### config.mk
export PLATFORM = sky130hd
export DESIGN_NAME = ett_queue
export DESIGN_NICKNAME = d
export VERILOG_FILES = /design/src/hdl/ett_pkg.sv /design/src/hdl/ett_queue.sv
export SDC_FILE = /design/constraint.sdc
export NUM_CORES = 2
export LEC_CHECK = 0
export ABC_CLOCK_PERIOD_IN_PS = 11900
export BUFFER_PORTS_ARGS = -buffer_cell sky130_fd_sc_hd__buf_2
export CAP_MARGIN = 0
export CORE_ASPECT_RATIO = 1.4
export CORE_MARGIN = 2
export CORE_UTILIZATION = 58
export CTS_CLUSTER_DIAMETER = 60
export DETAILED_ROUTE_END_ITERATION = 10
export PLACE_DENSITY = 0.77
export RECOVER_POWER = 100
export SKIP_LAST_GASP = 1
export SLEW_MARGIN = 20
export SYNTH_ARGS = -nofsm -noshare
export SYNTH_HDL_FRONTEND = slang
export SYNTH_SLANG_ARGS = --single-unit
### constraint.sdc
create_clock -name clk -period 11.9 [get_ports clk]
set_clock_uncertainty 0.15 [all_clocks]
set_input_delay 1.19 -clock clk [delete_from_list [all_inputs] [get_ports clk]]
set_output_delay 1.19 -clock clk [all_outputs]
set_load 0.01 [all_outputs]
### src/hdl/ett_pkg.sv
`default_nettype none
package ett_pkg;

  // ring count, kept inside the range the sin/cos table covers
  localparam int SEGMENTS = 10;
  localparam int SEG      = (SEGMENTS < 3) ? 3 : ((SEGMENTS > 10) ? 10 : SEGMENTS);
  localparam int SEG_W    = $clog2(SEG + 2);
  localparam int VTX_PER_SEG = 6;

  // sin/cos table: one block per ring count from 3 to 10
  localparam int TAB_N   = 52;
  localparam int TAB_W   = $clog2(TAB_N);
  localparam int TAB_OFF = (SEG - 1) * SEG / 2 - 3;

  // field and datapath widths
  localparam int POS_W = 24;
  localparam int R_W   = 20;
  localparam int COL_W = 24;
  localparam int SCL_W = 16;
  localparam int NRM_W = 16;
  localparam int CFG_W = 24;
  localparam int D_W   = 25;
  localparam int V_W   = 26;
  localparam int SUM_W = 52;
  localparam int LEN_W = 32;
  localparam int U_W   = 32;
  localparam int DIR_W = 35;
  localparam int Q_W   = 31;

  localparam logic signed [POS_W-1:0] POS_MAX = {1'b0, {(POS_W-1){1'b1}}};
  localparam logic signed [POS_W-1:0] POS_MIN = {1'b1, {(POS_W-1){1'b0}}};

  typedef enum logic [1:0] {
    REG_WIDTH  = 2'd0,
    REG_HEIGHT = 2'd1,
    REG_TOP    = 2'd2,
    REG_BOTTOM = 2'd3
  } cfg_reg_t;

  localparam logic signed [15:0] COS_TAB [TAB_N] = '{
    16'sd16384, -16'sd8192, -16'sd8192,
    16'sd16384, 16'sd0, -16'sd16384, 16'sd0,
    16'sd16384, 16'sd5063, -16'sd13255, -16'sd13255, 16'sd5063,
    16'sd16384, 16'sd8192, -16'sd8192, -16'sd16384, -16'sd8192, 16'sd8192,
    16'sd16384, 16'sd10215, -16'sd3646, -16'sd14761, -16'sd14761, -16'sd3646, 16'sd10215,
    16'sd16384, 16'sd11585, 16'sd0, -16'sd11585, -16'sd16384, -16'sd11585, 16'sd0,
    16'sd11585,
    16'sd16384, 16'sd12551, 16'sd2845, -16'sd8192, -16'sd15396, -16'sd15396, -16'sd8192,
    16'sd2845, 16'sd12551,
    16'sd16384, 16'sd13255, 16'sd5063, -16'sd5063, -16'sd13255, -16'sd16384, -16'sd13255,
    -16'sd5063, 16'sd5063, 16'sd13255
  };

  localparam logic signed [15:0] SIN_TAB [TAB_N] = '{
    16'sd0, 16'sd14189, -16'sd14189,
    16'sd0, 16'sd16384, 16'sd0, -16'sd16384,
    16'sd0, 16'sd15582, 16'sd9630, -16'sd9630, -16'sd15582,
    16'sd0, 16'sd14189, 16'sd14189, 16'sd0, -16'sd14189, -16'sd14189,
    16'sd0, 16'sd12810, 16'sd15973, 16'sd7109, -16'sd7109, -16'sd15973, -16'sd12810,
    16'sd0, 16'sd11585, 16'sd16384, 16'sd11585, 16'sd0, -16'sd11585, -16'sd16384,
    -16'sd11585,
    16'sd0, 16'sd10531, 16'sd16135, 16'sd14189, 16'sd5604, -16'sd5604, -16'sd14189,
    -16'sd16135, -16'sd10531,
    16'sd0, 16'sd9630, 16'sd15582, 16'sd15582, 16'sd9630, 16'sd0, -16'sd9630,
    -16'sd15582, -16'sd15582, -16'sd9630
  };

  // one ring point: offset direction and unit normal
  typedef struct packed {
    logic [2:0][DIR_W-1:0] dir;
    logic [2:0][NRM_W-1:0] nrm;
  } ring_t;

  // tube end points and radii
  typedef struct packed {
    logic [2:0][POS_W-1:0] st;
    logic [2:0][POS_W-1:0] en;
    logic [R_W-1:0]        r0;
    logic [R_W-1:0]        r1;
  } hdr_t;

  typedef struct packed {
    logic start;
    logic frac_hi;
  } unit_req_t;

  typedef struct packed {
    logic ring_push;
    logic hdr_push;
  } q_push_t;

  typedef struct packed {
    logic ring_full;
    logic hdr_full;
  } q_full_t;

  typedef struct packed {
    logic ring_pop;
    logic hdr_pop;
  } q_pop_t;

  typedef struct packed {
    logic ring_empty;
    logic hdr_valid;
  } q_avail_t;

  typedef enum logic [2:0] {
    U_IDLE, U_SQ, U_RINIT, U_ROOT, U_DLOAD, U_DIV, U_DONE
  } unit_state_t;

  typedef enum logic [3:0] {
    F_IDLE, F_AXIS, F_CMP, F_SIDE, F_UP, F_RSCALE, F_RMUL, F_RADD, F_RNORM,
    F_RPUSH, F_HDR
  } front_state_t;

  typedef enum logic [1:0] {
    B_IDLE, B_SECOND, B_EMIT
  } back_state_t;

  // round half away from zero, dropping n fraction bits
  function automatic logic signed [63:0] rnd64(input logic signed [63:0] v,
                                               input int unsigned n);
    logic [63:0] m;
    m = v[63] ? 64'(-v) : 64'(v);
    m = (m + (64'd1 << (n - 1))) >> n;
    return v[63] ? -$signed(m) : $signed(m);
  endfunction

  function automatic logic [POS_W-1:0] sat_pos(input logic signed [63:0] v);
    if (v > 64'(POS_MAX)) return POS_MAX;
    if (v < 64'(POS_MIN)) return POS_MIN;
    return v[POS_W-1:0];
  endfunction

  function automatic logic [TAB_W-1:0] tab_idx(input logic [SEG_W-1:0] k);
    return TAB_W'(TAB_OFF) + TAB_W'(k);
  endfunction

endpackage
`default_nettype wire

### src/hdl/ett_queue.sv
`default_nettype none
module ett_queue
  import ett_pkg::*;
(
  input  wire logic    clk,
  input  wire logic    rst,
  input  wire q_push_t push,
  input  wire ring_t   ring_in,
  input  wire hdr_t    hdr_in,
  output q_full_t      full,
  input  wire q_pop_t  pop,
  output q_avail_t     avail,
  output ring_t        ring_head,
  output hdr_t         hdr_head
);

  localparam int RD = 16;
  localparam int RA = $clog2(RD);

  ring_t          ring_mem [RD];
  logic [RA-1:0]  ring_wr, ring_rd;
  logic [RA:0]    ring_cnt;

  hdr_t           hdr_mem [2];
  logic           hdr_wr, hdr_rd;
  logic [1:0]     hdr_cnt;

  assign full.ring_full  = (ring_cnt == (RA+1)'(RD));
  assign full.hdr_full   = (hdr_cnt == 2'd2);
  assign avail.ring_empty = (ring_cnt == '0);
  assign avail.hdr_valid  = (hdr_cnt != 2'd0);
  assign ring_head = ring_mem[ring_rd];
  assign hdr_head  = hdr_mem[hdr_rd];

  // ring point queue
  always_ff @(posedge clk) begin
    if (rst) begin
      ring_wr  <= '0;
      ring_rd  <= '0;
      ring_cnt <= '0;
    end else begin
      if (push.ring_push) ring_wr <= ring_wr + RA'(1);
      if (pop.ring_pop)   ring_rd <= ring_rd + RA'(1);
      ring_cnt <= ring_cnt + (RA+1)'(push.ring_push) - (RA+1)'(pop.ring_pop);
    end
  end

  always_ff @(posedge clk) begin
    if (push.ring_push) ring_mem[ring_wr] <= ring_in;
    if (push.hdr_push)  hdr_mem[hdr_wr]   <= hdr_in;
  end

  // tube header queue
  always_ff @(posedge clk) begin
    if (rst) begin
      hdr_wr  <= 1'b0;
      hdr_rd  <= 1'b0;
      hdr_cnt <= '0;
    end else begin
      if (push.hdr_push) hdr_wr <= !hdr_wr;
      if (pop.hdr_pop)   hdr_rd <= !hdr_rd;
      hdr_cnt <= hdr_cnt + 2'(push.hdr_push) - 2'(pop.hdr_pop);
    end
  end

endmodule
`default_nettype wire

# Word-level counts from Yosys, hierarchy flattened
# Memories as Yosys holds them, arrays and structs flattened. A register that Yosys moved wholly into a read port is not among the register bits.
# Index checks and enable logic that the tools add are counted.
# W data, S select, Z words.
# totals
register_bits	17
ramBits	2816
in_bits	343
output_inout_bits	341
word_cells	28
memories	2
# mem_list
memory	depth	width	rd	rd_ports_with_merged_regs	write_ports	line_no	source
ring_mem	16	153	1	1	1	ett_queue.sv:20	ring_t ring_mem [RD];
hdr_mem	2	184	1	1	1	ett_queue.sv:24	hdr_t hdr_mem [2];
# op_classes
addsub	6
n_eq_ne	2
muxes	8
reduce_logical	4
# op_table
operator	n
$add A4 B1 Y4 const B	2
$mux W4	2
$mux W1	6
$add A5 B1 Y5	1
$eq A5 B5 Y1 const B	1
$logic_not A5 Y1	1
$sub A5 B1 Y5	1
$add A2 B1 Y2	1
$eq A2 B2 Y1 const B	1
$logic_not A1 Y1	2
$reduce_bool A2 Y1	1
$sub A2 B1 Y2	1

# Logic depth before layout (Yosys ltp)
# logic_depth
ltp_word	3
depth_mapped	10
mapped_depth_nobuf	9

# Worst setup path before layout
# No wires, ideal clock.
# synth_timing
path_type	input to register
from	input port push[0] (netlist name)
to	memory hdr_mem[0][0] (netlist name), enable pin
setup_ns	0.753
t_arrival_ns	9.130
required_ns	10.997
setup_slack_ns	1.867
path_stages	1
n_path_buf	0
path_cell_list	nor2b_1
# synth_via
elab_chain_cells	2
# synth_rtl
item	line_no	source
start, declared	ett_queue.sv:7	input wire q_push_t push,
$mux W1	ett_queue.sv:50	if (push.hdr_push) hdr_mem[hdr_wr] <= hdr_in;
$mux W1 (not written as such)	ett_queue.sv:50	
end, declared	ett_queue.sv:24	
# Every way passes these cells.

==> metrics.txt <==
static leakage=0.0368 uW; relative slew slack=-214%; Fin. Hold Viols=0; # IOs=684; TritonRoute pass-1 iters=5; Crit path depth=4; Final WS setup=3180 ps; GRT met1 Usage=33.8%; Die Height=511 um; filler cell count=11,500; initial antenna violation count=71; global route hottest layer=met2; Max Freq=115 MHz; flop and latch count out of synthesis=2,838; Overflow after GRT=0; Row Count=186; CTS tree=yes; pre-CTS WS=6620 ps; clock power share=39.5%; Crit Path Class=reg2out; sequential share of power=53.1%; r2r setup slk=3980 ps; Initial Util=58.2%; DR vias/cell=6.40; Syn Area/Cell=24.7 um2; compound-gate portion of the synthesized area=0.858%; Post-Syn Area=106,000 um2; worst path arrival time=7380 ps; Post-Syn Instances=4,309; number of synthesized flops with an enable pin=2,816; Synth Area in XOR/XNOR=0.107%; footprint of the multi-input gates=20,300 um2; grt met3 use=6.65%; worst vdd ir=0.163 mV; worst path bufs/invs=3; routability congestion estimate from global placement=0.882; Tcrit/Tclk final=73.3%; die width=366 um; CTS Buffer Depth=4; crit path cell chain=buf_4 > clkbuf_1 > mux2_2 > buf_2; Clock Pin Slew Worst Setup and Hold Paths=60 ps; FF+latch area=85,000 um2; Layout area overhead=13.1%; startpoint types=flip-flop; Num CTS Buffers=275; clock insertion delay at the later pin of the skew report=910 ps; Worst path slowest cell=dfxtp_1; Nets=5,489; core area=183,000 um2; wire per inst=32.6 um; port bufs=683; Post-synth ARST share=0%; status=finished with violations; slew of the pin with the lowest slew margin=4710 ps; NetSw=4540 uW; Fin Setup TNS=0 ps; final hold slack=296 ps; failing checks=max-capacitance violations, max-slew violations; Gate power share=7.4%; clk root buf=clkbuf_16; P_int=16,700 uW; hold bufs inserted after CTS=0; Synth Area in Simple Gates=0.631%; mux share of post-synthesis cell area=17.3%; vias in the first global route=51,600; area leader, netlist=edfxtp_1; die area=187,000 um2; met2 GRT Util=45.5%; hold path cells=1; RSZ-0062 raised after global routing=no; top-count cell post-synth=edfxtp_1; vias post-DR=50,000; Sw Share=21.4%; commonest cells in the netlist=edfxtp_1, mux4_2, mux2_2; top cell type's share of synthesized area=79.5%; first-pass GRT wire length=364,000 um; post-CTS setup buffer count=0; Top delay family on crit path=buffers and inverters; ranking of synthesized cells by area=edfxtp_1, mux4_2, mux2_2; fraction of layout cells with a size suffix above 1=26.2%; GRT Util Overall=27.2%; Slew Viols, Final=2,591; largest family of logic cells by synthesized area=multiplexers; crit end category=primary output; number of library cell types mapped by synthesis=35; Setup-failing EPs final=0; Yosys warning count=0; post-synthesis sequential area ratio=79.9%; clock sinks=2,838; Final ANT Viol Nets=0; Req. time, crit path=10,560 ps; adder-cell share of the synthesized area=0.172%; DRT iter0 DRCs=5,607; worst hold path type=in2reg; Max-Cap Viols=62; DRC viols=0; pwr dens=177 nW/um2; largest net degree at the start of global routing=127; Crit path largest cell delay=2710 ps; ys flop type=edfxtp_1; H-tree Lvls=5; Detailed Place HPWL=133,000 um; post_cts resized=0; drt total wl=255,000 um; worst r2r path cells=5; Net Count, Synth=4,666; minimum clock period=8720 ps; CP Max Fanout=79
## stage by stage
| step | instance area [um2] | utilization [%] | instances | total power (uW) |
|---|---|---|---|---|
| finish | 120000 | 65.8 | 7810 | 21300 |
| detailed placement | 113000 | 61.5 | 7299 | 13100 |
| global placement | 113000 | 61.5 | 7299 | 13100 |
| CTS | 121000 | 66.2 | 7759 | 21400 |
| floorplan | 106000 | - | 4309 | 12500 |
| global route | 120000 | 65.8 | 7792 | 21800 |
## power by group through the flow
stage,sequential (uW),clock (uW),combinational [uW]
floorplan,11500,0,1010
global placement,11500,0,1590
detailed placement,11500,0,1620
CTS,11300,8520,1640
global route,11300,8860,1680
finish,11300,8400,1580
## cell families (layout without fill, tap and decap cells)
group                    count (synthesis)  in the layout
multiplexers                           955            955
AND/OR/NAND/NOR                        122            122
other                                    0             51
buffers and inverters                  226           1232
adder cells (fa/ha/maj)                 14             14
AO/OA/AOI/OAI                          141            141
XOR/XNOR                                13             13
flip-flops                            2838           2838
## layout by cell type (no fill, tap or decap), types with 2 or more instances in the layout
cell,count
clkinvlp_4,13
diode_2,51
nor2b_1,56
xnor2_1,7
o221ai_1,16
and2_0,17
buf_4,28
bufinv_16,22
nand4_1,2
dfxtp_1,20
dfxtp_4,2
clkinv_8,2
a31oi_1,4
inv_6,8
xor2_1,6
clkbuf_1,629
clkbuf_16,284
mux2_2,147
buf_12,8
nor2_1,18
edfxtp_1,2816
inv_8,4
clkinv_4,5
clkinv_2,39
clkinv_1,41
a211oi_1,52
mux2_1,37
mux2i_1,82
ha_1,13
buf_2,137
a21oi_1,59
nand2_1,21
mux4_2,689
inv_1,10
o22ai_1,8
## area by class of cell
cell class                      instances  area share (%)
Sequential cell                      2838            70.6
Clock inverter                        133            1.07
Timing Repair Buffer                  761            2.71
Inverter                               11          0.0405
Clock buffer                          327            6.05
Tap cell                             2444            2.54
Multi-Input combinational cell       1245            16.9
Antenna cell                           51           0.106
## worst register-to-register path: cells and delay by family (launching register included)
kind,cells,cell delay (ps)
AND/OR/NAND/NOR,1,3230
adder cells (fa/ha/maj),1,200
flip-flops,1,360
buffers and inverters,3,3620
## flip-flops by register name (all words and copies together) (netlist names), named ones only
signal / count
ring_cnt: 5
hdr_wr: 1
ring_wr: 4
ring_rd: 4
hdr_mem: 368
hdr_cnt: 2
ring_mem: 2448
hdr_rd: 1
## metal layers
layer  up-vias  wire (um)
met3       512      23800
li1      20100          -
met1     26400      87400
met2      2946     131000
met5         -        168
met4        26      11800
## worst paths after layout
check,start,endpoint
hold / removal,hdr_in[17],hdr_mem[1][17]
hold reg to reg,ring_rd[1],flip-flop
setup reg to reg,ring_wr[0],ring_mem[14][99]
setup / recovery,flip-flop,hdr_head[95]
Note: power is estimated with default switching activity, not from simulation.
