<file path="src/hdl/ett_pkg.sv">
`default_nettype none
package ett_pkg;

  // ring count, kept inside the range the sin/cos table covers
  localparam int SEGMENTS = 10;
  localparam int SEG      = (SEGMENTS < 3) ? 3 : ((SEGMENTS > 10) ? 10 : SEGMENTS);
  localparam int SEG_W    = $clog2(SEG + 2);
  localparam int VTX_PER_SEG = 6;

  // sin/cos table: one block per ring count from 3 to 10
  localparam int TAB_N   = 52;
  localparam int TAB_W   = $clog2(TAB_N);
  localparam int TAB_OFF = (SEG - 1) * SEG / 2 - 3;

  // field and datapath widths
  localparam int POS_W = 24;
  localparam int R_W   = 20;
  localparam int COL_W = 24;
  localparam int SCL_W = 16;
  localparam int NRM_W = 16;
  localparam int CFG_W = 24;
  localparam int D_W   = 25;
  localparam int V_W   = 26;
  localparam int SUM_W = 52;
  localparam int LEN_W = 32;
  localparam int U_W   = 32;
  localparam int DIR_W = 35;
  localparam int Q_W   = 31;

  localparam logic signed [POS_W-1:0] POS_MAX = {1'b0, {(POS_W-1){1'b1}}};
  localparam logic signed [POS_W-1:0] POS_MIN = {1'b1, {(POS_W-1){1'b0}}};

  typedef enum logic [1:0] {
    REG_WIDTH  = 2'd0,
    REG_HEIGHT = 2'd1,
    REG_TOP    = 2'd2,
    REG_BOTTOM = 2'd3
  } cfg_reg_t;

  localparam logic signed [15:0] COS_TAB [TAB_N] = '{
    16'sd16384, -16'sd8192, -16'sd8192,
    16'sd16384, 16'sd0, -16'sd16384, 16'sd0,
    16'sd16384, 16'sd5063, -16'sd13255, -16'sd13255, 16'sd5063,
    16'sd16384, 16'sd8192, -16'sd8192, -16'sd16384, -16'sd8192, 16'sd8192,
    16'sd16384, 16'sd10215, -16'sd3646, -16'sd14761, -16'sd14761, -16'sd3646, 16'sd10215,
    16'sd16384, 16'sd11585, 16'sd0, -16'sd11585, -16'sd16384, -16'sd11585, 16'sd0,
    16'sd11585,
    16'sd16384, 16'sd12551, 16'sd2845, -16'sd8192, -16'sd15396, -16'sd15396, -16'sd8192,
    16'sd2845, 16'sd12551,
    16'sd16384, 16'sd13255, 16'sd5063, -16'sd5063, -16'sd13255, -16'sd16384, -16'sd13255,
    -16'sd5063, 16'sd5063, 16'sd13255
  };

  localparam logic signed [15:0] SIN_TAB [TAB_N] = '{
    16'sd0, 16'sd14189, -16'sd14189,
    16'sd0, 16'sd16384, 16'sd0, -16'sd16384,
    16'sd0, 16'sd15582, 16'sd9630, -16'sd9630, -16'sd15582,
    16'sd0, 16'sd14189, 16'sd14189, 16'sd0, -16'sd14189, -16'sd14189,
    16'sd0, 16'sd12810, 16'sd15973, 16'sd7109, -16'sd7109, -16'sd15973, -16'sd12810,
    16'sd0, 16'sd11585, 16'sd16384, 16'sd11585, 16'sd0, -16'sd11585, -16'sd16384,
    -16'sd11585,
    16'sd0, 16'sd10531, 16'sd16135, 16'sd14189, 16'sd5604, -16'sd5604, -16'sd14189,
    -16'sd16135, -16'sd10531,
    16'sd0, 16'sd9630, 16'sd15582, 16'sd15582, 16'sd9630, 16'sd0, -16'sd9630,
    -16'sd15582, -16'sd15582, -16'sd9630
  };

  // one ring point: offset direction and unit normal
  typedef struct packed {
    logic [2:0][DIR_W-1:0] dir;
    logic [2:0][NRM_W-1:0] nrm;
  } ring_t;

  // tube end points and radii
  typedef struct packed {
    logic [2:0][POS_W-1:0] st;
    logic [2:0][POS_W-1:0] en;
    logic [R_W-1:0]        r0;
    logic [R_W-1:0]        r1;
  } hdr_t;

  typedef struct packed {
    logic start;
    logic frac_hi;
  } unit_req_t;

  typedef struct packed {
    logic ring_push;
    logic hdr_push;
  } q_push_t;

  typedef struct packed {
    logic ring_full;
    logic hdr_full;
  } q_full_t;

  typedef struct packed {
    logic ring_pop;
    logic hdr_pop;
  } q_pop_t;

  typedef struct packed {
    logic ring_empty;
    logic hdr_valid;
  } q_avail_t;

  typedef enum logic [2:0] {
    U_IDLE, U_SQ, U_RINIT, U_ROOT, U_DLOAD, U_DIV, U_DONE
  } unit_state_t;

  typedef enum logic [3:0] {
    F_IDLE, F_AXIS, F_CMP, F_SIDE, F_UP, F_RSCALE, F_RMUL, F_RADD, F_RNORM,
    F_RPUSH, F_HDR
  } front_state_t;

  typedef enum logic [1:0] {
    B_IDLE, B_SECOND, B_EMIT
  } back_state_t;

  // round half away from zero, dropping n fraction bits
  function automatic logic signed [63:0] rnd64(input logic signed [63:0] v,
                                               input int unsigned n);
    logic [63:0] m;
    m = v[63] ? 64'(-v) : 64'(v);
    m = (m + (64'd1 << (n - 1))) >> n;
    return v[63] ? -$signed(m) : $signed(m);
  endfunction

  function automatic logic [POS_W-1:0] sat_pos(input logic signed [63:0] v);
    if (v > 64'(POS_MAX)) return POS_MAX;
    if (v < 64'(POS_MIN)) return POS_MIN;
    return v[POS_W-1:0];
  endfunction

  function automatic logic [TAB_W-1:0] tab_idx(input logic [SEG_W-1:0] k);
    return TAB_W'(TAB_OFF) + TAB_W'(k);
  endfunction

endpackage
`default_nettype wire

</file>
<file path="src/hdl/ett_unitize.sv">
`default_nettype none
module ett_unitize
  import ett_pkg::*;
(
  input  wire logic                  clk,
  input  wire logic                  rst,
  input  wire unit_req_t             req,
  input  wire logic [2:0][V_W-1:0]   vec_in,
  output logic                       done,
  output logic [SUM_W-1:0]           sum_sq,
  output logic [2:0][U_W-1:0]        vec_out
);

  unit_state_t state;
  logic [1:0]            idx;
  logic [2:0][V_W-2:0]   mag;
  logic [2:0]            neg;
  logic                  fhi;
  logic [SUM_W-1:0]      sum;
  logic [63:0]           x, r, b;
  logic [LEN_W-1:0]      len;
  logic [LEN_W-1:0]      rem;
  logic [Q_W-1:0]        low, quo;
  logic [4:0]            cnt;

  logic [64:0]           rb_sum;
  logic                  ge;
  logic [63:0]           r_next;
  logic [61:0]           numer;
  logic [LEN_W:0]        trial;
  logic                  qbit;
  logic [LEN_W-1:0]      rem_next;
  logic [Q_W-1:0]        quo_next;
  logic [Q_W-1:0]        q_lim;
  logic [Q_W-1:0]        q_fin;
  logic [V_W-2:0]        cur_mag;

  assign done    = (state == U_DONE);
  assign sum_sq  = sum;
  assign cur_mag = mag[idx];

  // square root step
  always_comb begin
    rb_sum = {1'b0, r} + {1'b0, b};
    ge     = ({1'b0, x} >= rb_sum);
    r_next = ge ? ((r >> 1) + b) : (r >> 1);
  end

  // divide step and clamp
  always_comb begin
    numer    = (62'(cur_mag) << (fhi ? 36 : 20)) + 62'(len >> 1);
    trial    = {rem, low[Q_W-1]};
    qbit     = (trial >= {1'b0, len});
    rem_next = qbit ? LEN_W'(trial - {1'b0, len}) : trial[LEN_W-1:0];
    quo_next = {quo[Q_W-2:0], qbit};
    q_lim    = fhi ? (Q_W'(1) << 30) : (Q_W'(1) << 14);
    q_fin    = (quo_next > q_lim) ? q_lim : quo_next;
  end

  always_ff @(posedge clk) begin
    if (rst) begin
      state <= U_IDLE;
    end else begin
      case (state)
        U_IDLE: begin
          if (req.start) begin
            for (int c = 0; c < 3; c++) begin
              neg[c] <= vec_in[c][V_W-1];
              mag[c] <= vec_in[c][V_W-1] ? (V_W-1)'(-$signed(vec_in[c]))
                                         : vec_in[c][V_W-2:0];
            end
            fhi   <= req.frac_hi;
            sum   <= '0;
            idx   <= 2'd0;
            state <= U_SQ;
          end
        end
        U_SQ: begin
          sum <= sum + SUM_W'(cur_mag) * SUM_W'(cur_mag);
          if (idx == 2'd2) begin
            state <= U_RINIT;
          end else begin
            idx <= idx + 2'd1;
          end
        end
        U_RINIT: begin
          if (sum == '0) begin
            vec_out <= '0;
            state   <= U_DONE;
          end else begin
            x     <= {sum, 12'b0};
            r     <= '0;
            b     <= 64'd1 << 62;
            cnt   <= '0;
            state <= U_ROOT;
          end
        end
        U_ROOT: begin
          if (ge) begin
            x <= x - rb_sum[63:0];
          end
          r   <= r_next;
          b   <= b >> 2;
          cnt <= cnt + 5'd1;
          if (cnt == 5'd31) begin
            len   <= r_next[LEN_W-1:0];
            idx   <= 2'd0;
            state <= U_DLOAD;
          end
        end
        U_DLOAD: begin
          rem   <= fhi ? LEN_W'(numer >> 31) : LEN_W'(numer >> 15);
          low   <= fhi ? numer[30:0] : {numer[14:0], 16'b0};
          quo   <= '0;
          cnt   <= fhi ? 5'd30 : 5'd14;
          state <= U_DIV;
        end
        U_DIV: begin
          rem <= rem_next;
          low <= low << 1;
          quo <= quo_next;
          if (cnt == 5'd0) begin
            vec_out[idx] <= neg[idx] ? U_W'(-$signed({1'b0, q_fin}))
                                     : U_W'(q_fin);
            if (idx == 2'd2) begin
              state <= U_DONE;
            end else begin
              idx   <= idx + 2'd1;
              state <= U_DLOAD;
            end
          end else begin
            cnt <= cnt - 5'd1;
          end
        end
        U_DONE: begin
          state <= U_IDLE;
        end
        default: begin
          state <= U_IDLE;
        end
      endcase
    end
  end

endmodule
`default_nettype wire

</file>
<file path="config.mk">
export PLATFORM = sky130hd
export DESIGN_NAME = ett_unitize
export DESIGN_NICKNAME = d
export VERILOG_FILES = /design/src/hdl/ett_pkg.sv /design/src/hdl/ett_unitize.sv
export SDC_FILE = /design/constraint.sdc
export NUM_CORES = 2
export LEC_CHECK = 0
export BUFFER_PORTS_ARGS = -buffer_cell sky130_fd_sc_hd__clkbuf_2
export CAP_MARGIN = 5
export CELL_PAD_IN_SITES_DETAIL_PLACEMENT = 0
export CELL_PAD_IN_SITES_GLOBAL_PLACEMENT = 1
export CORE_AREA = 2 2 398 281
export DETAILED_ROUTE_END_ITERATION = 8
export DIE_AREA = 0 0 400 283
export PLACE_DENSITY = 0.86
export SLEW_MARGIN = 5
export SYNTH_ARGS = -nofsm -noshare
export SYNTH_HDL_FRONTEND = slang
export SYNTH_SLANG_ARGS = --single-unit
</file>
<file path="constraint.sdc">
create_clock -name clk -period 14.2 [get_ports clk]
set_clock_uncertainty 0.2 [all_clocks]
set_input_delay 1.42 -clock clk [delete_from_list [all_inputs] [get_ports clk]]
set_output_delay 1.42 -clock clk [all_outputs]
set_load 0.005 [all_outputs]
</file>
# ---- Yosys cells after proc, flatten, opt, wreduce, memory -nomap -nowiden
# Index checks and enable logic that the tools add are counted.
dict set report totals {
  mem_bits_rw 0
  mem_count 0
  latchBits 0
  wordCells 125
  romBits 0
  output_inout_bits 149
  input_bits 82
  ff_bits 554
}
dict set report op_classes {
  n_addsub 13
  n_shift 1
  n_lt_le_gt_ge 5
  eq_ne 16
  mux 49
  div_mod_pow 0
  n_bitwise 1
  reduce_logical 20
  n_mul 1
}
# op n
set ops {}
lappend ops {{one-hot mux 64 bit (2 select lines)} 3}
lappend ops {{2-to-1 mux 64 bit} 5}
lappend ops {{2-to-1 mux 96 bit} 2}
lappend ops {{one-hot mux 96 bit (2 select lines)} 1}
lappend ops {{2-to-1 mux 32 bit} 4}
lappend ops {{one-hot mux 52 bit (2 select lines)} 1}
lappend ops {{2-to-1 mux 25 bit} 4}
lappend ops {{bitwise mux 96 bit} 1}
lappend ops {{2-to-1 mux 31 bit} 3}
lappend ops {{negation 25 bit} 3}
lappend ops {{adder 64 x 64 -> 65 bit} 1}
lappend ops {{>= comparator 64 x 65 -> 1 bit} 1}
lappend ops {{adder 63 x 64 -> 64 bit} 1}
lappend ops {{demux 32 bit (select 2 bit)} 1}
lappend ops {{one-hot mux 32 bit (2 select lines)} 1}
lappend ops {{subtractor 64 bit} 1}
lappend ops {{adder 62 x 31 -> 62 bit} 1}
lappend ops {{one-hot mux 31 bit (2 select lines)} 1}
lappend ops {{left shift 25 x 6 -> 62 bit} 1}
lappend ops {{one-hot mux 30 bit (2 select lines)} 1}
lappend ops {{adder 52 x 50 -> 52 bit} 1}
lappend ops {{zero test 52 bit} 1}
lappend ops {{2-to-1 mux 52 bit} 1}
lappend ops {{binary-select mux 25 bit (select 2 bit)} 1}
lappend ops {{35 further kinds} 65}

# ---- Logic depth before layout (Yosys ltp)
dict set report logic_depth {
  ltp_word 8
  depth_mapped 38
  ltp_nobuf 32
}

# ---- Worst setup path after synthesis
# Ideal clock, no wire load.
dict set report synth_timing {
  path_kind {register -> register}
  startpoint {register r[8]}
  endpoint {register x[0], enable pin}
  path_buffers 3
  path_slack_ps 3631
  period_less_slack_ps 10569
  stages_incl_launch_ff 27
  setup_ps 584
  arrival_ps 9785
  required_time_ps 13416
  cell_sequence {edfxtp_1 -> ha_1 -> nand4_1 -> or2_1 -> o21ai_1 -> a31o_2 -> nor4b_1 -> o31ai_1 -> a221oi_1 -> o2111ai_1 -> o21ai_0 -> nand2_1 -> xor2_1 -> ha_1 -> clkbuf_1 -> and3_1 -> nand2_1 -> o221ai_1 -> a221oi_1 -> o21ai_1 -> a2111oi_4 -> a211oi_2 -> a211oi_4 -> or2_1 -> buf_2 -> buf_4 -> a21boi_0}
}
dict set report synth_via {
  elab_chain_cells 4
}
# item line
set synth_rtl {}
lappend synth_rtl {{from (decl)} ett_unitize.sv:20} ;# logic [63:0] x, r, b;
lappend synth_rtl {{from (signal assigned)} ett_unitize.sv:102} ;# r <= r_next;
lappend synth_rtl {{adder 64 x 64 -> 65 bit} ett_unitize.sv:44} ;# rb_sum = {1'b0, r} + {1'b0, b};
lappend synth_rtl {{>= comparator 64 x 65 -> 1 bit} ett_unitize.sv:45} ;# ge = ({1'b0, x} >= rb_sum);
lappend synth_rtl {{inequality test 2 bit (no line)} n/a}
lappend synth_rtl {{AND reduction 4 bit (no line)} n/a}
lappend synth_rtl {{to (signal assigned)} ett_unitize.sv:91} ;# x <= {sum, 12'b0};
lappend synth_rtl {{to (signal assigned)} ett_unitize.sv:100} ;# x <= x - rb_sum[63:0];
lappend synth_rtl {{to (decl)} ett_unitize.sv:20}
# Every way passes these cells.
# A chain may end at the register's enable or synchronous reset.

# ---- Worst setup path after layout
dict set report layout_timing {
  startpoint {register idx[0]}
  endpoint {register sum[50] (netlist: sum_sq[50]), data pin}
}
dict set report layout_via {
  elab_chain_cells 5
}
# item line
set layout_rtl {}
lappend layout_rtl {{from (decl)} ett_unitize.sv:15} ;# logic [1:0] idx;
lappend layout_rtl {{from (signal assigned)} ett_unitize.sv:83} ;# idx <= idx + 2'd1;
lappend layout_rtl {{from (signal assigned)} ett_unitize.sv:128} ;# idx <= idx + 2'd1;
lappend layout_rtl {{binary-select mux 25 bit (select 2 bit)} ett_unitize.sv:40} ;# assign cur_mag = mag[idx];
lappend layout_rtl {{2-to-1 mux 25 bit (not written as such)} ett_unitize.sv:40}
lappend layout_rtl {{multiplier 25 x 25 -> 50 bit} ett_unitize.sv:79} ;# sum <= sum + SUM_W'(cur_mag) * SUM_W'(cur_mag);
lappend layout_rtl {{adder 52 x 50 -> 52 bit} ett_unitize.sv:79}
lappend layout_rtl {{one-hot mux 52 bit (2 select lines)} ett_unitize.sv:64} ;# case (state)
lappend layout_rtl {{to (signal assigned)} ett_unitize.sv:79}
lappend layout_rtl {{to (decl)} ett_unitize.sv:19} ;# logic [SUM_W-1:0] sum;
# Every way passes these cells. The select of a mux whose other input is x is not followed.

==> metrics.md <==
| Metric | Value |
|---|---|
| Result of the run | `finished clean` |
| Count of vias placed by the detailed router | `roughly 43,000` |
| Mapped Avg Cell Area | `between 9 and 10 um^2` |
| Kind of end point of the critical path | `register` |
| Worst-case clock buffer depth | `3` |
| Fmax | `approximately 96 MHz` |
| Most frequent standard cell in the layout excluding fill and tap cells | `sky130_fd_sc_hd__inv_1` |
| IO buf count | `230` |
| Initial antenna violation count | `1` |
| Post-CTS setup repair buffer count | `0` |
| Path type of the worst setup path | `reg2reg` |
| Post-synthesis mux area share | `under 10%` |
| Arithmetic-cell share of the synthesized area counting full adders, half adders and majority gates | `between 20% and 30%` |
| Placed wire-length estimate after detailed placement | `around 120 mm` |
| Worst slew margin relative to its limit | `11.8%` |
| Data arrival time at the worst-slack endpoint | `10.59 ns` |
| Max Cap Viol | `0` |
| Die extent in y | `283 um` |
| FILL cells | `about 10,000` |
| Standard cell with the maximum stage delay on the critical path | `sky130_fd_sc_hd__clkinv_1` |
| Number of setup violations in the final report | `0` |
| CTS HTree Levels | `2` |
| Critical Path Start Type | `register` |
| Wire length of the first global-routing pass | `248 mm` |
| Share of cells above drive strength 1 | `8.36%` |
| Setup_tns | `0 ns` |
| Number of design-rule violations left by the first detailed-router iteration | `between 4,000 and 5,000` |
| Clock Pin Slew Worst Setup and Hold Paths | `0.07 ns` |
| Count of flip-flops with a built-in enable after synthesis | `519` |
| Fraction of the mapped netlist area in simple logic gates | `between 10 and 15%` |
| GRT met1 Usage | `42.9%` |
| Fraction of registers with async set or reset after synthesis | `0%` |
| Total die area | `about 110,000 um^2` |
| Number of global-route vias before repair | `between 40,000 and 50,000` |
| GRT Overall Usage | `between 20% and 30%` |
| Initial core utilization | `around 50%` |
| Routability Congestion | `~0.96` |
| Site Rows | `about 100` |
| Share of the clock period used by the worst path | `about 73%` |
| Remaining Overflow, GRT | `0` |
| CP Max Fanout | `31` |
| Pin count of the biggest net entering global routing | `87` |
| Area growth from synthesis to layout | `8.62%` |
| Clock sink count | `about 520` |
| Most frequent cells in the layout | `sky130_fd_sc_hd__inv_1, sky130_fd_sc_hd__fa_1, sky130_fd_sc_hd__nand2_1, sky130_fd_sc_hd__edfxtp_1, sky130_fd_sc_hd__nor2_1` |
| Cell area after technology mapping | `around 54,000 um^2` |
| Worst Hold Launch | `low[15]` |
| Worst flop-to-flop path endpoint | `sum_sq[50]` |
| Count of unresolved DRC violations after routing | `0` |
| Largest family of logic cells by synthesized area | `adder cells` |
| Number of placed I/O pins | `around 230` |
| CORE AREA | `between 100,000 and 150,000 um^2` |
| Worst Hold Depth | `2` |
| Proportion of synthesized chip area in sequential cells | `between 20% and 30%` |
| Post-route antenna net violation count | `0` |
| Required time of the critical path | `about 14 ns` |
| Post-synthesis xor/xnor area fraction | `a little over 6%` |
| Count of yosys warnings during synthesis | `0` |
| Pre-antenna DRT Iters | `6` |
| Yosys reg bits | `~520` |
| Met2 track demand over resource in global routing | `40.5%` |
| Total count of max-transition violations in the final report | `0` |
| Number of different library cells in the post-synthesis netlist | `101` |
| Final setup slack of the worst path | `between 3 and 4 ns` |
| Root buffer selected by CTS | `sky130_fd_sc_hd__clkbuf_16` |
| Clock Latency Late Sink | `around 0.66 ns` |
| Share of the synthesized area in compound gates (AO/OA/AOI/OAI) | `14.1%` |
| Setup repair after global routing missed its margin | `no` |
| TritonCTS clock tree | `yes` |
| Predominant post-synthesis flop cell | `sky130_fd_sc_hd__edfxtp_1` |
| Register-to-register setup slack | `between 3 and 4 ns` |
| Slowest stage delay, CP | `between 0.8 and 0.9 ns` |
| Highest-utilization routing layer at the global route stage | `met1` |
| CTS Hold Buffers Added | `0` |
| Slew of the pin with the lowest slew margin | `between 1 and 1.5 ns` |
| Endpoints failing hold | `0` |
| Final critical delay including setup and external delays | `between 10 and 15 ns` |
| Cell seen most often among critical-path stages | `sky130_fd_sc_hd__inv_1` |
| Die extent in x | `around 400 um` |
| DR WL/cell | `21.2 um` |
| Class of the worst hold path | `reg2reg` |
| Drt via density | `~5.8` |
| Post-cts resize count | `0` |
| Global routing met3 resource utilization | `6.03%` |
| Source of the worst register-to-register timing path | `idx[0]` |
| Post-synthesis cell count | `roughly 5,800` |
| Number of clock buffers inserted by TritonCTS | `57` |
| Nets | `roughly 7,000` |
| Number of cells on the worst reg-to-reg path | `34` |
| Placement-stage worst setup slack | `roughly 4.0 ns` |
| Total detailed-routing wirelength | `about 160 mm` |
| Min-Delay Endpoint | `low[16]` |
area by class of cell:
class / instances / area (um^2) / area share (%)
diodes: 1 / 2.50 / 0.00424
repair buffers: 297 / 1650 / 2.80
clock inverters: 43 / 480 / 0.813
clock buffers: 64 / 1470 / 2.50
inverters: 860 / 3230 / 5.47
multi-input cells: 4172 / 34800 / 58.8
well taps: 1456 / 1820 / 3.08
flip-flops and latches: 522 / 15600 / 26.5
per-stage QoR:
stage          util [%]  area, um^2  instances  hold slack [ns]
3_3_place_gp       52.0       57100       7307            0.294
3_5_place_dp       52.0       57100       7307            0.297
5_1_grt            53.8       59100       7414            0.347
4_1_cts            53.8       59100       7414            0.319
2_1_floorplan         -       54400       5787            0.284
6_report           53.8       59100       7415            0.316
flip-flops by register name (all words and copies together) (netlist names), 5 cells and up:
register,cells
quo,30
sum_sq,52
low,31
b,32
cnt,5
x,64
rem,32
vec_out,96
r,64
len,32
mag,75
critical path: cells and delay by family, from the launching register on:
family          cells  cell delay, ns
fa+ha+maj           8            3.75
compound gates     10            2.69
buf+inv            11            2.16
simple gates        4            0.77
flops               1            0.33
xor+xnor            1            0.19
layer usage:
layer / vias to the layer above / wire (um)
li1: 19800 / -
met3: 196 / 14600
met2: 1728 / 67500
met5: - / 0
met4: 0 / 3380
met1: 20900 / 72000
cell families (layout without fill, tap and decap cells):
logic type               after synthesis  after routing
multiplexers                          86             86
buffers and inverters               1093           1264
AO/OA/AOI/OAI                       1190           1190
XOR/XNOR                             375            375
AND/OR/NAND/NOR                     1589           1589
other                                  1             18
flip-flops                           522            522
adder cells (fa/ha/maj)              915            915
cells in the mapped netlist, types with 64 or more instances:
cell type,count,area share (%)
sky130_fd_sc_hd__and3_1,70,0.81
sky130_fd_sc_hd__nor2_1,513,3.5
sky130_fd_sc_hd__clkbuf_1,187,1.3
sky130_fd_sc_hd__nand3_1,76,0.70
sky130_fd_sc_hd__and2_1,72,0.83
sky130_fd_sc_hd__xor2_1,156,2.5
sky130_fd_sc_hd__a31oi_1,95,1.1
sky130_fd_sc_hd__a21o_1,154,2.1
sky130_fd_sc_hd__o21ai_0,291,2.7
sky130_fd_sc_hd__ha_1,386,8.9
sky130_fd_sc_hd__nor3_1,64,0.59
sky130_fd_sc_hd__a21oi_1,284,2.6
sky130_fd_sc_hd__fa_1,529,19
sky130_fd_sc_hd__a211oi_1,65,0.90
sky130_fd_sc_hd__nand2_1,524,3.6
sky130_fd_sc_hd__inv_1,849,5.9
sky130_fd_sc_hd__xnor2_1,219,3.5
sky130_fd_sc_hd__mux2i_1,77,1.4
sky130_fd_sc_hd__edfxtp_1,519,29
how the worst max path moves through the flow:
stage,startpoint,end,slack [ns],cells past startpoint
6_report,idx[0],sum_sq[50],3.80,34
5_1_grt,idx[0],sum_sq[50],3.20,34
4_1_cts,idx[0],sum_sq[50],3.92,34
3_5_place_dp,idx[0],sum_sq[50],3.97,34
3_3_place_gp,idx[0],sum_sq[50],4.09,34
2_1_floorplan,r[8],x[0],3.63,26
Power is not shown: default switching activity piles up to over one toggle a cycle in this logic, so the estimate is an artifact.
